===== src/rtl/itl_pkg.sv =====
// Shared widths, codes and types of the irregular-table interpolator.
package itl_pkg;

  localparam int DATA_W = 32;
  localparam int IDX_W  = 6;
  localparam int CNT_W  = 7;
  localparam int PROD_W = 2 * DATA_W;

  localparam logic OP_LOAD  = 1'b0;
  localparam logic OP_QUERY = 1'b1;

  localparam logic [CNT_W-1:0] POINT_COUNT_RESET = CNT_W'(1);

  typedef struct packed {
    logic signed [DATA_W-1:0] t;
    logic signed [DATA_W-1:0] ap;
    logic signed [DATA_W-1:0] co;
  } entry_t;

  typedef struct packed {
    logic busy;
    logic done;
  } div_status_t;

endpackage


===== src/rtl/itl_div.sv =====
// Shift-subtract divider, one quotient bit per cycle, for quotients that fit 32 bits.
module itl_div (
  input  logic                            clk,
  input  logic                            rst,
  input  logic                            start,
  input  logic [itl_pkg::PROD_W-1:0]      dividend,
  input  logic [itl_pkg::DATA_W-1:0]      divisor,
  output logic [itl_pkg::DATA_W-1:0]      quotient,
  output itl_pkg::div_status_t            status
);

  localparam int STEP_W = $clog2(itl_pkg::DATA_W);

  logic [itl_pkg::DATA_W-1:0] rem;
  logic [itl_pkg::DATA_W-1:0] dq;
  logic [itl_pkg::DATA_W-1:0] dvs;
  logic [STEP_W-1:0]          step;
  logic                       busy;
  logic                       done;
  logic [itl_pkg::DATA_W:0]   trial;
  logic                       fits;

  assign trial = {rem, dq[itl_pkg::DATA_W-1]};
  assign fits  = trial >= {1'b0, dvs};

  always_ff @(posedge clk) begin
    if (rst) begin
      busy <= 1'b0;
      done <= 1'b0;
      step <= '0;
    end else begin
      done <= 1'b0;
      if (start) begin
        busy <= 1'b1;
        step <= '0;
      end else if (busy) begin
        step <= step + STEP_W'(1);
        if (step == STEP_W'(itl_pkg::DATA_W - 1)) begin
          busy <= 1'b0;
          done <= 1'b1;
        end
      end
    end
  end

  always_ff @(posedge clk) begin
    if (start) begin
      rem <= dividend[itl_pkg::PROD_W-1:itl_pkg::DATA_W];
      dq  <= dividend[itl_pkg::DATA_W-1:0];
      dvs <= divisor;
    end else if (busy) begin
      rem <= fits ? itl_pkg::DATA_W'(trial - {1'b0, dvs})
                  : trial[itl_pkg::DATA_W-1:0];
      dq  <= {dq[itl_pkg::DATA_W-2:0], fits};
    end
  end

  assign quotient    = dq;
  assign status.busy = busy;
  assign status.done = done;

endmodule


===== config.mk =====
export PLATFORM = sky130hd
export DESIGN_NAME = itl_div
export DESIGN_NICKNAME = d
export VERILOG_FILES = /design/src/rtl/itl_pkg.sv /design/src/rtl/itl_div.sv
export SDC_FILE = /design/constraint.sdc
export NUM_CORES = 1
export LEC_CHECK = 0
export BUFFER_PORTS_ARGS = -buffer_cell sky130_fd_sc_hd__buf_2
export CAP_MARGIN = 20
export CORE_MARGIN = 3
export CORE_UTILIZATION = 40
export DETAILED_ROUTE_END_ITERATION = 8
export GPL_TIMING_DRIVEN = 0
export PLACE_DENSITY_LB_ADDON = 0.3
export SLEW_MARGIN = 40
export SYNTH_ARGS = -nofsm -noshare
export SYNTH_HDL_FRONTEND = slang
export SYNTH_SLANG_ARGS = --single-unit

===== constraint.sdc =====
create_clock -name clk -period 2.7 [get_ports clk]
set_input_delay 0.27 -clock clk [delete_from_list [all_inputs] [get_ports clk]]
set_output_delay 0.27 -clock clk [all_outputs]
set_load 0.005 [all_outputs]

# Word level (Yosys, flattened, before mapping)
# Cells that the tools add are included.
totals:
  out_inout_bits: 34
  word_cells: 23
  reg_bits: 103
  inputBits: 99
op_classes:
  bitwise: 1
  mux: 9
  n_eq_ne: 1
  n_lt_le_gt_ge: 1
  addsub: 2
  n_reduce_logical: 3
op_table:
  columns: ["cell", "n"]
  rows:
  - ["$mux W32", 5]
  - ["$ge A33 B32 Y1", 1]
  - ["$sub A32 B32 Y32", 1]
  - ["$add A5 B1 Y5 const B", 1]
  - ["$eq A5 B5 Y1 const B", 1]
  - ["$mux W1", 4]
  - ["$reduce_or A3 Y1", 1]
  - ["$reduce_bool A2 Y1", 1]
  - ["$reduce_or A2 Y1", 1]
  - ["$not A1 Y1", 1]

# Longest topological paths before layout
# Gate-level depths: netlist (run 1).
logic_depth:
  word_depth: 4
  ltp_mapped: 13

# Least setup slack after synthesis (run 1)
# No wires, ideal clock.
synth_path:
  path_kind: "register to register"
  start: "reg rem[11] (netlist bit)"
  end: "reg rem[11] (netlist bit), data pin"
  path_buffers: 2
  setup_time_ns: 0.260
  synth_period_minus_slack_ns: 2.878
  arrival_ns: 2.618
  path_stages_with_launch: 12
  slack_ns: -0.178
  path_cell_list: "edfxtp_1 > ha_1 > clkbuf_2 > nand2_1 > a2111oi_4 > o21ai_2 > nand2_2 > a31oi_4 > o31ai_4 > buf_6 > mux2_1 > mux2_2"
synth_between:
  elab_chain_len: 4
synth_rtl:
  columns: ["element", "line_no", "rtl"]
  rows:
  - ["from (decl)", "itl_div.sv:14", "logic [itl_pkg::DATA_W-1:0] rem;"]
  - ["from (signal assigned)", "itl_div.sv:48", "rem <= dividend[itl_pkg::PROD_W-1:itl_pkg::DATA_W];"]
  - ["from (signal assigned)", "itl_div.sv:52", "rem <= fits ? itl_pkg::DATA_W'(trial - {1'b0, dvs})"]
  - ["$ge A33 B32 Y1", "itl_div.sv:24", "assign fits = trial >= {1'b0, dvs};"]
  - ["$mux W32", "itl_div.sv:52", null]
  - ["$mux W32", "itl_div.sv:51", "end else if (busy) begin"]
  - ["$mux W32", "itl_div.sv:47", "if (start) begin"]
# Every way passes these cells. The select of a mux whose other input is x is not followed.
# A chain may end at the register's enable or synchronous reset.

# Final worst setup path (run 1)
layout_path:
  start: "reg rem[11] (netlist bit)"
  end: "reg rem[4] (netlist bit), data pin"
# Same word-level chain as after synthesis.

==> metrics.log, run 1 <==
[metrics] status: finished, violations left
[metrics] failing checks: negative setup slack
[metrics] Max Fclk: 346 MHz
[metrics] first-pass GRT wire length: 26.2 mm
[metrics] Critical Path Slowest Stage Cell: sky130_fd_sc_hd__edfxtp_1
[metrics] clock tree from TritonCTS: built
[metrics] Leakage: 3.48 nW
[metrics] main combinational cell family by area after synthesis: compound AO/OA/AOI/OAI gates
[metrics] simple logic cell fraction of the synthesized area: 0.109
[metrics] multiplexer fraction of the synthesized cell area: 0.113
[metrics] core region area: 14900 um^2
[metrics] sum of overflow across all layers after global routing: 0
[metrics] cells traversed along the worst timing path: ha_1 -> buf_8 -> nand2_4 -> a2111oi_4 -> o21ai_2 -> nand2_2 -> a31oi_4 -> o31ai_4 -> buf_6 -> mux2_4 -> mux2_2
[metrics] final routed wirelength across all metal layers: 16.5 mm
[metrics] via count of the first global-routing pass: 5136
[metrics] final-report setup violation count: 33
[metrics] worst slew margin relative to its limit: 0.467
[metrics] flops & latches, synth: 103
[metrics] compound-gate portion of the synthesized area: 0.131
[metrics] die span in x: 131 um
[metrics] distinct cell type count of the synthesized netlist: 62
[metrics] buffers and inverters on the worst path: 2
[metrics] die area: 17100 um^2
[metrics] maximum number of pins on one net before global-route repair: 34
[metrics] RSZ-0062 raised after global routing: true
[metrics] dpl hpwl: 11.3 mm
[metrics] IR Drop Worst-Case VDD: 0.435 mV
[metrics] class of the worst hold path: in2reg
[metrics] clock insertion delay at the later pin of the skew report: 0.37 ns
[metrics] height of the die: 131 um
[metrics] xor/xnor share of the synthesized area: 0.0409
[metrics] area of combinational cells with multiple inputs: 3370 um^2
[metrics] final-layout fill cell count: 1265
[metrics] final worst slack: -0.194 ns
[metrics] H-tree depth: 3
[metrics] category of the worst setup path launch point: flip-flop
[metrics] final hold viol count: 0
[metrics] drt pass-1 iters: 4
[metrics] Post-Synthesis Cells: 536
[metrics] kind of cell adding the most delay to the critical path: compound AO/OA/AOI/OAI gates
[metrics] nets: 855
[metrics] CP Max Fanout: 6
[metrics] area occupied by registers: 3020 um^2
[metrics] CP arrival: 3.01 ns
[metrics] Post-synth top flop: sky130_fd_sc_hd__edfxtp_1
[metrics] final non-filler cell total: 911
[metrics] Routed WL per cell: 18.1 um
[metrics] clock transition at the registers of the reported paths: 0.07 ns
[metrics] sinks on the clock net: 103
[metrics] Hold Slack: 0.0722 ns
[metrics] effective utilization at floorplan: 0.418
[metrics] Crit path required time: 2.82 ns
[metrics] share of post-route cells with drive strength above 1: 0.472
[metrics] syn_nets: 670
[metrics] total power divided by cell area: 882 nW/um^2
[metrics] kind of capture point of the worst setup path: flip-flop
[metrics] total track usage: 0.197
[metrics] netlist area before placement: 6210 um^2
[metrics] ports placed on the boundary: 133
[metrics] floorplan row count: 44
[metrics] ANT nets after route: 0
[metrics] share of synthesized registers carrying an async set or reset: 0
[metrics] gpl congestion: 0.862
[metrics] master cell of the clock root buffer: sky130_fd_sc_hd__clkbuf_16
[metrics] CTS max path bufs: 2
[metrics] type of the worst setup path: reg2reg
[metrics] Max-cap violations: 0
[metrics] area share of fa/ha/maj cells after synthesis: 0.0717
[metrics] area growth from synthesis to final layout: 33.4%
[metrics] Tightest Pin Transition: 0.799 ns
[metrics] final routed DRC violation total: 0
[metrics] instance count after placement with tap cells included: 853
[metrics] DR iter-0 viols: 302
[metrics] Avg Synthesized Cell Area: 11.6 um^2
[metrics] number of antenna violations at the first check in global routing: 1
[metrics] CP max stage delay: 0.41 ns
[metrics] number of CTS-inserted buffers: 9
[metrics] time the worst path needs with I/O delays and setup: 2.89 ns
[metrics] post-route fraction of the period consumed by the critical path: 1.07
[metrics] Yosys warnings: 0
[metrics] via density per instance: 5.41
[metrics] number of enable flip-flop cells after synthesis: 96
[metrics] Vias: 4925
[metrics] port bufs: 132
[metrics] post-route clock skew: 0.0140 ns
[metrics] max-slew violation total from the final report: 0
[metrics] fraction of the yosys area taken by sequential cells: 0.487
## what timing repair did
item                                    in CTS  in global routing
setup buffers                               28                 13
hold buffers                                 0                  0
pin swaps                                   23                 16
gates cloned                                 2                  0
gates resized for setup                     69                 32
endpoints found under the setup margin      97                 44
## where the power goes
group | internal, mW | switching, mW
logic | 1.92 | 1.75
registers | 2.10 | 0.172
clock network | 0.705 | 0.655
total | 4.72 | 2.58
## routing by layer
layer	part of all wire	GRT usage
met5	0.00079	0
met4	0.014	0.0581
met3	0.080	0.0659
met2	0.48	0.321
met1	0.43	0.250
## worst paths after layout
check	from	end	slack, ns	cells past startpoint
hold / removal	rst	busy$_SDFF_PP0_	0.07	2
setup reg to reg	rem[11]$_DFFE_PP_	rem[4]$_DFFE_PP_	-0.19	11
hold reg to reg	step[4]$_SDFFE_PP0P_	step[4]$_SDFFE_PP0P_	0.51	2
setup / recovery	rem[11]$_DFFE_PP_	rem[4]$_DFFE_PP_	-0.19	11
## synth_stat cells (all sizes together) (4+ instances only)
library cell	count	area, um^2
and4	4	35.0
o21ai	18	101
a221o	8	80.1
nand2b	5	31.3
mux2i	6	60.1
buf	16	111
nand2	39	149
mux2	57	642
nand4	6	37.5
xor2	10	87.6
and3	5	31.3
nor2	27	104
inv	39	146
nor4	5	31.3
nor2b	8	50.1
a21o	14	105
dfxtp	7	140
clkbuf	9	36.3
a211oi	7	52.6
a31oi	9	71.3
xnor2	19	166
ha	34	425
nand3	7	35.0
a21oi	40	204
edfxtp	96	2880
nor3b	7	52.6
nor3	6	35.0
## sequential cells by signal, indices dropped and copies added (netlist names)
| register | count |
|---|---|
| busy | 1 |
| done | 1 |
| dvs | 32 |
| quotient | 32 |
| rem | 32 |
| step | 5 |
## kinds of logic (layout without fill, tap and decap cells)
| group | Yosys count | after routing |
|---|---|---|
| xor+xnor | 29 | 29 |
| compound gates | 113 | 113 |
| buf+inv | 64 | 253 |
| mux | 63 | 63 |
| other cells | 0 | 1 |
| fa+ha+maj | 35 | 35 |
| simple gates | 129 | 130 |
| flops | 103 | 103 |
## layout by cell type (no fill, tap or decap), drive strengths merged, types with 2 or more instances in the layout
master   Yosys  final
nor3         6      6
a2bb2oi      2      2
clkbuf       9     18
nand4        6      6
a31oi        9      9
xnor2       19     19
o221ai       2      2
dfxtp        7      7
nor2b        8      8
and3         5      5
nand3        7      7
nor4         5      5
mux2        57     57
inv         39     44
nand2       39     39
xor2        10     10
o31a         2      2
or2          2      3
a221o        8      8
mux2i        6      6
nor2        27     27
edfxtp      96     96
a211oi       7      7
and4         4      4
a2111oi      2      2
ha          34     34
nor3b        7      7
o21ai       18     18
nand2b       5      5
a21o        14     14
nor4b        2      2
buf         16    190
o211a        2      2
a21oi       40     40
## cell type report
cell class,instances,area share
multi-input combinational,370,0.406
sequential,103,0.365
timing repair buffer,175,0.124
clock buffer,10,0.0302
tap,184,0.0278
buffer,23,0.0212
inverter,39,0.0177
clock inverter,6,0.00695
antenna,1,0.000302
## stage by stage
| stage | worst slack (ns) | TNS (ns) | utilization | total power, mW | instance area [um^2] |
|---|---|---|---|---|---|
| finish | -0.194 | -3.65 | 0.557 | 7.30 | 8280 |
| global route | -0.354 | -9.08 | 0.557 | 7.75 | 8280 |
| CTS | -0.246 | -4.51 | 0.542 | 6.99 | 8060 |
| detailed placement | -0.969 | -62.00 | 0.485 | 5.01 | 7210 |
| global placement | -1.50 | -102.58 | 0.484 | 4.95 | 7190 |
| floorplan | -0.00146 | -0.0146 | - | 4.37 | 6300 |
No activity file was read; power rests on OpenSTA's default activity.
==> run 2, diff against run 1 <==
--- a/config.mk
+++ b/config.mk
@@ -11,7 +11,7 @@
 export CORE_UTILIZATION = 40
 export DETAILED_ROUTE_END_ITERATION = 8
 export GPL_TIMING_DRIVEN = 0
-export PLACE_DENSITY_LB_ADDON = 0.3
+export PLACE_DENSITY_LB_ADDON = 0.05
 export SLEW_MARGIN = 40
 export SYNTH_ARGS = -nofsm -noshare
 export SYNTH_HDL_FRONTEND = slang
==> metrics.log, run 2 (synthesis results as in run 1) <==
[metrics] Routed WL per cell: 17.9 um
[metrics] wire length the detailed router placed on met1: 7.32 mm
[metrics] max-slew violation total from the final report: 0
[metrics] CTS max path bufs: 2
[metrics] type of the worst setup path: reg2reg
[metrics] cells traversed along the worst timing path: ha_4 -> nand2_1 -> a2111oi_4 -> o21ai_2 -> nand2_2 -> a31oi_4 -> o31ai_4 -> buf_6 -> mux2_4 -> mux2_2
[metrics] final-report setup violation count: 32
[metrics] Max Fclk: 347 MHz
[metrics] Combinational Power Share: 0.527
[metrics] final worst slack: -0.179 ns
[metrics] total power divided by cell area: 881 nW/um^2
[metrics] kind of cell adding the most delay to the critical path: compound AO/OA/AOI/OAI gates
[metrics] final non-filler cell total: 922
[metrics] share of total power in the clock network: 0.172
[metrics] instance count after placement with tap cells included: 854
[metrics] most frequent cells in the layout: sky130_fd_sc_hd__buf_2, sky130_fd_sc_hd__edfxtp_1, sky130_fd_sc_hd__buf_4
[metrics] gpl congestion: 0.851
[metrics] wire length on met2: 8.02 mm
[metrics] sinks on the clock net: 103
[metrics] via density per instance: 5.30
[metrics] CP arrival: 2.99 ns
[metrics] category of the worst setup path launch point: flip-flop
[metrics] worst slew margin relative to its limit: 0.542
[metrics] sum of overflow across all layers after global routing: 0
[metrics] Critical Path Slowest Stage Cell: sky130_fd_sc_hd__edfxtp_1
[metrics] RSZ-0062 raised after global routing: true
[metrics] dpl hpwl: 11.3 mm
[metrics] CP max stage delay: 0.44 ns
[metrics] sequential group share of total power: 0.302
[metrics] post-route fraction of the period consumed by the critical path: 1.07
[metrics] IR Drop Worst-Case VDD: 0.488 mV
[metrics] buffers and inverters on the worst path: 1
[metrics] kind of capture point of the worst setup path: flip-flop
[metrics] Max-cap violations: 0
[metrics] final routed wirelength across all metal layers: 16.5 mm
[metrics] Vias: 4890
[metrics] die area: 17100 um^2
[metrics] H-tree depth: 3
[metrics] time the worst path needs with I/O delays and setup: 2.88 ns
[metrics] final routed DRC violation total: 0
[metrics] share of post-route cells with drive strength above 1: 0.503
[metrics] Top Metal Used: met5
[metrics] floorplan row count: 44
[metrics] master cell of the clock root buffer: sky130_fd_sc_hd__clkbuf_16
[metrics] number of antenna diodes: 0
[metrics] DR iter-0 viols: 301
[metrics] pre-CTS setup slack: -1.05 ns
[metrics] drt pass-1 iters: 7
[metrics] die span in x: 131 um
[metrics] nets: 867
[metrics] class of the worst hold path: in2reg
[metrics] final hold viol count: 0
[metrics] clock tree from TritonCTS: built
[metrics] number of antenna violations at the first check in global routing: 2
[metrics] clock transition at the registers of the reported paths: 0.08 ns
[metrics] first-pass GRT wire length: 25.4 mm
[metrics] area growth from synthesis to final layout: 39.3%
[metrics] most common cell after layout, fill and taps aside: sky130_fd_sc_hd__buf_2
[metrics] share of total power consumed by net switching: 0.353
[metrics] maximum number of pins on one net before global-route repair: 34
[metrics] number of CTS-inserted buffers: 9
[metrics] Tightest Pin Transition: 0.688 ns
[metrics] detailed route wirelength on metal3: 977 um
[metrics] total track usage: 0.192
[metrics] internal power of the cells: 4.93 mW
[metrics] Leakage: 3.58 nW
[metrics] core region area: 14900 um^2
[metrics] effective utilization at floorplan: 0.418
[metrics] post-route clock skew: 0.0109 ns
[metrics] height of the die: 131 um
[metrics] port bufs: 132
[metrics] Hold Slack: 0.0774 ns
[metrics] Crit path required time: 2.81 ns
[metrics] failing checks: negative setup slack
[metrics] aggregate negative setup slack: -3.87 ns
[metrics] number of buffers inserted for hold repair after clock tree synthesis: 0
[metrics] CP Max Fanout: 5
[metrics] switching power: 2.69 mW
[metrics] status: finished, violations left
[metrics] ports placed on the boundary: 133
[metrics] clock insertion delay at the later pin of the skew report: 0.36 ns
[metrics] via count of the first global-routing pass: 4949
[metrics] ANT nets after route: 0
run 2: cell types whose count changed in the layout (fill, tap and decap cells not counted), moves of 5 or more:
cell	delta
sky130_fd_sc_hd__buf_6	+7
sky130_fd_sc_hd__ha_1	-7
sky130_fd_sc_hd__ha_4	+12
sky130_fd_sc_hd__a21oi_1	-5
sky130_fd_sc_hd__ha_2	-5
run 2: path summary, 6_finish.rpt:
check                        from              endpoint  slack (ns)  cells after the start
max              rem[7]$_DFFE_PP_     rem[22]$_DFFE_PP_       -0.18                     10
min                   divisor[26]     dvs[26]$_DFFE_PP_        0.08                      1
max reg2reg      rem[7]$_DFFE_PP_     rem[22]$_DFFE_PP_       -0.18                     10
min reg2reg  step[3]$_SDFFE_PP0P_  step[3]$_SDFFE_PP0P_        0.54                      2
run 2: metrics by stage:
step                utilization  power, mW  cell area, um^2
floorplan                     -       4.37             6300
global placement          0.484       4.99             7190
detailed placement        0.487       5.04             7240
CTS                       0.553       7.19             8230
global route              0.582       8.09             8650
finish                    0.582       7.62             8650
run 2: power groups by stage:
| stage | logic, mW | registers [mW] | clock network, mW |
|---|---|---|---|
| floorplan | 2.13 | 2.24 | 0 |
| global placement | 2.73 | 2.27 | 0 |
| detailed placement | 2.77 | 2.27 | 0 |
| CTS | 3.57 | 2.27 | 1.35 |
| global route | 4.35 | 2.33 | 1.41 |
| finish | 4.01 | 2.30 | 1.31 |
run 2: what timing repair did:
action / CTS / global route
endpoints found under the setup margin: 97 / 34
pin swaps: 35 / 45
buffers inserted: 34 / 21
resized for setup: 87 / 55
cloned: 1 / 0
run 2: final cells by class:
cell class                 instances  area, um^2
buffer                            21         164
clock buffer                       9         225
clock inverter                     7        66.3
fill                            1257        6220
inverter                          39         146
multi-input combinational        369        3570
sequential                       103        3020
tap                              184         230
timing repair buffer             190        1220
run 2: metal layers:
metal | vias to the layer above | global-route usage
met3 | 15 | 0.0606
met5 | - | 0
li1 | 2395 | -
met4 | 4 | 0.0436
met1 | 2353 | 0.251
met2 | 123 | 0.315
